==> config.mk <==
export PLATFORM = sky130hd
export DESIGN_NAME = mbe_ctrl
export DESIGN_NICKNAME = d
export VERILOG_FILES = /design/src/mbe_pkg.sv /design/src/mbe_ctrl.sv
export SDC_FILE = /design/constraint.sdc
export NUM_CORES = 1
export LEC_CHECK = 0
export BUFFER_PORTS_ARGS = -buffer_cell sky130_fd_sc_hd__buf_2
export CAP_MARGIN = 10
export CORE_AREA = 2 2 39 41
export DETAILED_ROUTE_END_ITERATION = 10
export DIE_AREA = 0 0 41 43
export GPL_TIMING_DRIVEN = 0
export SETUP_SLACK_MARGIN = 0.1
export SYNTH_ARGS = -nofsm -noshare
export SYNTH_HDL_FRONTEND = slang
export SYNTH_SLANG_ARGS = --single-unit
export TNS_END_PERCENT = 20
==> constraint.sdc <==
create_clock -name clk_i -period 2 [get_ports clk_i]
set_clock_uncertainty 0.1 [all_clocks]
set_input_delay 0.6 -clock clk_i [delete_from_list [all_inputs] [get_ports clk_i]]
set_output_delay 0.6 -clock clk_i [all_outputs]
set_load 0.02 [all_outputs]
==> src/mbe_pkg.sv <==
// shared types and constants for the escape-time evaluator
// no dependencies; imported by every module of the block
`default_nettype none

package mbe_pkg;

  // image size defaults
  localparam int unsigned ImgWidthDef  = 1024;
  localparam int unsigned ImgHeightDef = 1024;

  // field widths
  localparam int unsigned PixW    = 10;
  localparam int unsigned IterW   = 16;
  localparam int unsigned ColorW  = 32;
  localparam int unsigned CoordW  = 32;
  localparam int unsigned InDataW  = 24;
  localparam int unsigned OutDataW = 72;

  // fixed-point formats
  localparam int unsigned FracBits = 26;
  localparam logic [38:0] EscapeBound = 39'(64'd4 << FracBits);
  localparam logic [31:0] ColorStep   = 32'h0005_1020;

  // step = (zoom << 4) / size, one quotient chunk a cycle by reciprocal multiplication
  localparam int unsigned DivW     = 36;
  localparam int unsigned StepW    = 33;
  localparam int unsigned ChunkW   = 12;
  localparam int unsigned DivSteps = DivW / ChunkW;
  localparam int unsigned DivCntW  = $clog2(DivSteps);

  typedef enum logic [1:0] {
    CfgZoom       = 2'd0,
    CfgCenterReal = 2'd1,
    CfgCenterImag = 2'd2,
    CfgMaxIter    = 2'd3
  } cfg_idx_e;

  typedef struct packed {
    logic load_px;
    logic div_start;
    logic div_step;
    logic map_mul;
    logic map_add;
    logic iter_mul;
    logic iter_upd;
    logic out_load;
  } ctrl_cmd_t;

  typedef struct packed {
    logic at_limit;
    logic escaped;
  } dp_stat_t;

endpackage

`default_nettype wire

==> src/mbe_ctrl.sv <==
// controller state machine: sequences step division, mapping, iteration and output
// depends on mbe_pkg
`default_nettype none

module mbe_ctrl
  import mbe_pkg::*;
(
  input  logic      clk_i,
  input  logic      rst_ni,
  input  logic      in_valid_i,
  output logic      in_ready_o,
  input  logic      out_ready_i,
  output logic      out_valid_o,
  input  logic      zoom_wr_i,
  input  dp_stat_t  stat_i,
  output ctrl_cmd_t cmd_o
);

  typedef enum logic [2:0] {
    StIdle,
    StDiv,
    StMapMul,
    StMapAdd,
    StIterMul,
    StIterUpd,
    StDone
  } state_e;

  state_e             state_q, state_d;
  logic [DivCntW-1:0] cnt_q, cnt_d;
  logic               step_ok_q, step_ok_d;
  logic               out_full_q, out_full_d;
  logic               accept;

  assign in_ready_o  = (state_q == StIdle);
  assign out_valid_o = out_full_q;
  assign accept      = in_valid_i && (state_q == StIdle);

  always_comb begin
    state_d    = state_q;
    cnt_d      = cnt_q;
    step_ok_d  = step_ok_q;
    out_full_d = out_full_q;
    cmd_o      = '0;

    if (out_full_q && out_ready_i) begin
      out_full_d = 1'b0;
    end

    case (state_q)
      StIdle: begin
        if (accept) begin
          cmd_o.load_px = 1'b1;
          if (step_ok_q) begin
            state_d = StMapMul;
          end else begin
            cmd_o.div_start = 1'b1;
            cnt_d           = '0;
            state_d         = StDiv;
          end
        end
      end
      StDiv: begin
        cmd_o.div_step = 1'b1;
        cnt_d          = cnt_q + 1'b1;
        if (cnt_q == DivCntW'(DivSteps - 1)) begin
          step_ok_d = 1'b1;
          state_d   = StMapMul;
        end
      end
      StMapMul: begin
        cmd_o.map_mul = 1'b1;
        state_d       = StMapAdd;
      end
      StMapAdd: begin
        cmd_o.map_add = 1'b1;
        state_d       = StIterMul;
      end
      StIterMul: begin
        if (stat_i.at_limit) begin
          state_d = StDone;
        end else begin
          cmd_o.iter_mul = 1'b1;
          state_d        = StIterUpd;
        end
      end
      StIterUpd: begin
        if (stat_i.escaped) begin
          state_d = StDone;
        end else begin
          cmd_o.iter_upd = 1'b1;
          state_d        = StIterMul;
        end
      end
      StDone: begin
        // wait for the output register to free up
        if (!out_full_q || out_ready_i) begin
          cmd_o.out_load = 1'b1;
          out_full_d     = 1'b1;
          state_d        = StIdle;
        end
      end
      default: begin
        state_d = StIdle;
      end
    endcase

    // a new zoom invalidates the cached step
    if (zoom_wr_i) begin
      step_ok_d = 1'b0;
    end
  end

  always_ff @(posedge clk_i or negedge rst_ni) begin
    if (!rst_ni) begin
      state_q    <= StIdle;
      cnt_q      <= '0;
      step_ok_q  <= 1'b0;
      out_full_q <= 1'b0;
    end else begin
      state_q    <= state_d;
      cnt_q      <= cnt_d;
      step_ok_q  <= step_ok_d;
      out_full_q <= out_full_d;
    end
  end

endmodule

`default_nettype wire

==> results.ini <==
[outcome]
outcome = finished, final reports clean

[place]
portBuffers = 16
dp_hpwl_um = 708
dp.cells = 78
gp_congestion = 0.716
placed_area_um2 = 544

[setup_path]
start_kind = flip-flop
path_max_fanout = 7
end_kind = primary output
crit_type = reg2out
required_ns = 1.30
arrival_ns = 1.26

[synth]
ys_top_cells_by_area = dfrtp_1, o21ai_0, inv_1
syn_inst = 46
synth.area.mux_share = 0.0570
synthAdderAreaFrac = 0.0285
synth_top_area_cell = dfrtp_1
ys_top_cells_by_count = dfrtp_1, inv_1, nor2_1
synth-async-reset-ratio = 1.00
yosys_warnings = 0
synth-seq-cells = 7
synth_top_cell_area_share = 0.399
synth-main-ff-cell = dfrtp_1
synthSimpleGateAreaFrac = 0.242
post_synth_num_cell_types = 27
postSynthAreaPerCell_um2 = 9.55
synth_enable_flop_cells = 0
synthesis.nets = 54
synth_compound_area_frac = 0.185
yosysMostFrequentCell = dfrtp_1
synth-xor-area-share = 0
netlist_area_um2 = 439
synth_top_family_by_area = simple AND/OR/NAND/NOR gates
ys_seq_area_frac = 0.399

[sta]
fmax_mhz = 510
max_slew_margin = 0.857
hold_viol_final = 0
min_period_ns = 1.96
tightest_slew_ns = 0.214
final.setup.tns_ns = 0
slew_violations = 0
rsz0062_at_grt = true
period_share = 0.980
setup_viol = 0

[layout]
antenna_cells = 0
final_core_util = 0.508
syn2layout_area_growth_pct = 60.1
num-fill-cells = 122
drive_gt1_frac = 0.581
final_cell_area_um2 = 703
nets = 83
final_cells = 90

[clock_tree]
cts_sinks = 7
clk_latency_ns = 0.25
htreeDepth = 1
cts_buffers = 3
cts_buffer_depth = 2
clk_pin_slew_ns = 0.06
cts_tree = built
cts-root-buf = clkbuf_4
hold_buffers = 0

[pwr]
power_leakage_uw = 0.000351
power_per_cell_area_mw_per_mm2 = 1590
vdd_drop_max_v = 0.000556

[drt]
post_drt_wl_per_cell_um = 12.1
viasPerCell = 5.09
dr.pass1.iters = 5
first_iter_violations = 6
totalWireLength_um = 1090
drt.antenna.violating_nets = 0
vias = 458
drc = 0

[floorplanning]
die_w_um = 41
die_height_um = 43
core_mm2 = 0.00138
rows = 14
pin_count = 17
initial_core_util = 0.317
die-area_mm2 = 0.00176

[global_routing]
first_global_vias = 371
grt_max_degree = 11
track_usage = 0.129
antenna_found_initial = 0
grt_pass1_wl_um = 1500
gr-total-overflow = 0

[min_path]
hp-class = in2async

[job]
drv_cap = 0

[worst max-delay path: stages (launching register included)]
cell	delay [ns]
dfrtp_1	0.34
buf_6	0.15
clkinvlp_4	0.13
nor3b_2	0.22
buf_4	0.17
[final timing paths]
path                            slack, ns  cells past startpoint        from         end
worst max-delay path                 0.04                      4  state_q[1]    cmd_o[3]
worst min-delay path                 0.08                      1      rst_ni  state_q[2]
worst max register to register       0.58                      4  state_q[2]  state_q[1]
worst min register to register       0.39                      1    cnt_q[0]    cnt_q[0]
max in group asynchronous            1.55                      1      rst_ni  state_q[0]
min in group clk_i                   0.39                      1    cnt_q[0]    cnt_q[0]
[cell type report]
cell class	count	area, um2	area share
inverter	4	18.8	0.0267
buffer	3	33.8	0.0480
multi-input combinational	32	262	0.372
clock buffer	4	26.3	0.0374
tap	16	20.0	0.0285
timing repair buffer	24	166	0.237
sequential	7	176	0.251
[metal layers]
metal	GRT usage	share of wire
met5	0	0
met4	0.120	0.017
met3	0.0157	0.039
met2	0.184	0.52
met1	0.157	0.42
[flip-flops by register name, summed over array words and instances, names as in the netlist]
signal and cells:
cnt_q 2, step_ok_q 1, out_valid_o 1, state_q 3
[power by group]
group | switching (uW) | internal [uW]
sequential | 46.3 | 200
clock | 56.1 | 76.4
combinational | 358 | 382
[timing repair]
action	in CTS	in global routing
resized for setup	9	13
setup endpoints to repair	8	9
pin swaps	1	5
endpoints found under the hold margin	0	0
buffers inserted	5	3
[cells in the final DEF (no fill, tap or decap)]
cell	synthesis	final
a21oi_1	1	1
clkbuf_4	0	3
nor2b_2	0	1
nand2b_4	0	1
nor2_1	4	3
a32o_1	1	1
ha_1	1	1
a31oi_1	2	2
nor3_1	2	2
o32ai_1	1	1
inv_1	4	3
nor3_4	0	1
buf_6	1	6
nor3b_2	1	2
o22ai_1	1	1
nand2_2	0	1
nand2_1	2	1
o21a_1	1	1
o21ai_0	3	3
buf_2	1	10
nand2b_1	2	1
a21o_1	1	1
clkinvlp_4	0	1
and2_4	0	2
dfrtp_2	0	1
a2bb2oi_1	1	1
buf_4	1	11
mux2_4	1	1
nor2_4	0	1
and4bb_2	1	1
mux2i_1	1	1
clkbuf_1	0	1
dfrtp_1	7	6
[kinds of logic after synthesis]
family	count (synthesis)
and+or+nand+nor	17
muxes	2
DFF	7
buffers and inverters	7
AOI/OAI and AO/OA	12
adders and majority gates	1
[metrics by stage]
step / total power, uW / hold WS, ns / setup slack, ns
after global routing: 1200 / 0.0728 / -0.0258
final: 1120 / 0.0755 / 0.0398
after detailed placement: 763 / 0.346 / 0.0591
after floorplan: 635 / 0.204 / 0.134
after CTS: 1020 / 0.0760 / 0.0452
after global placement: 756 / 0.347 / 0.0576
Note: power is estimated with default switching activity, not from simulation.
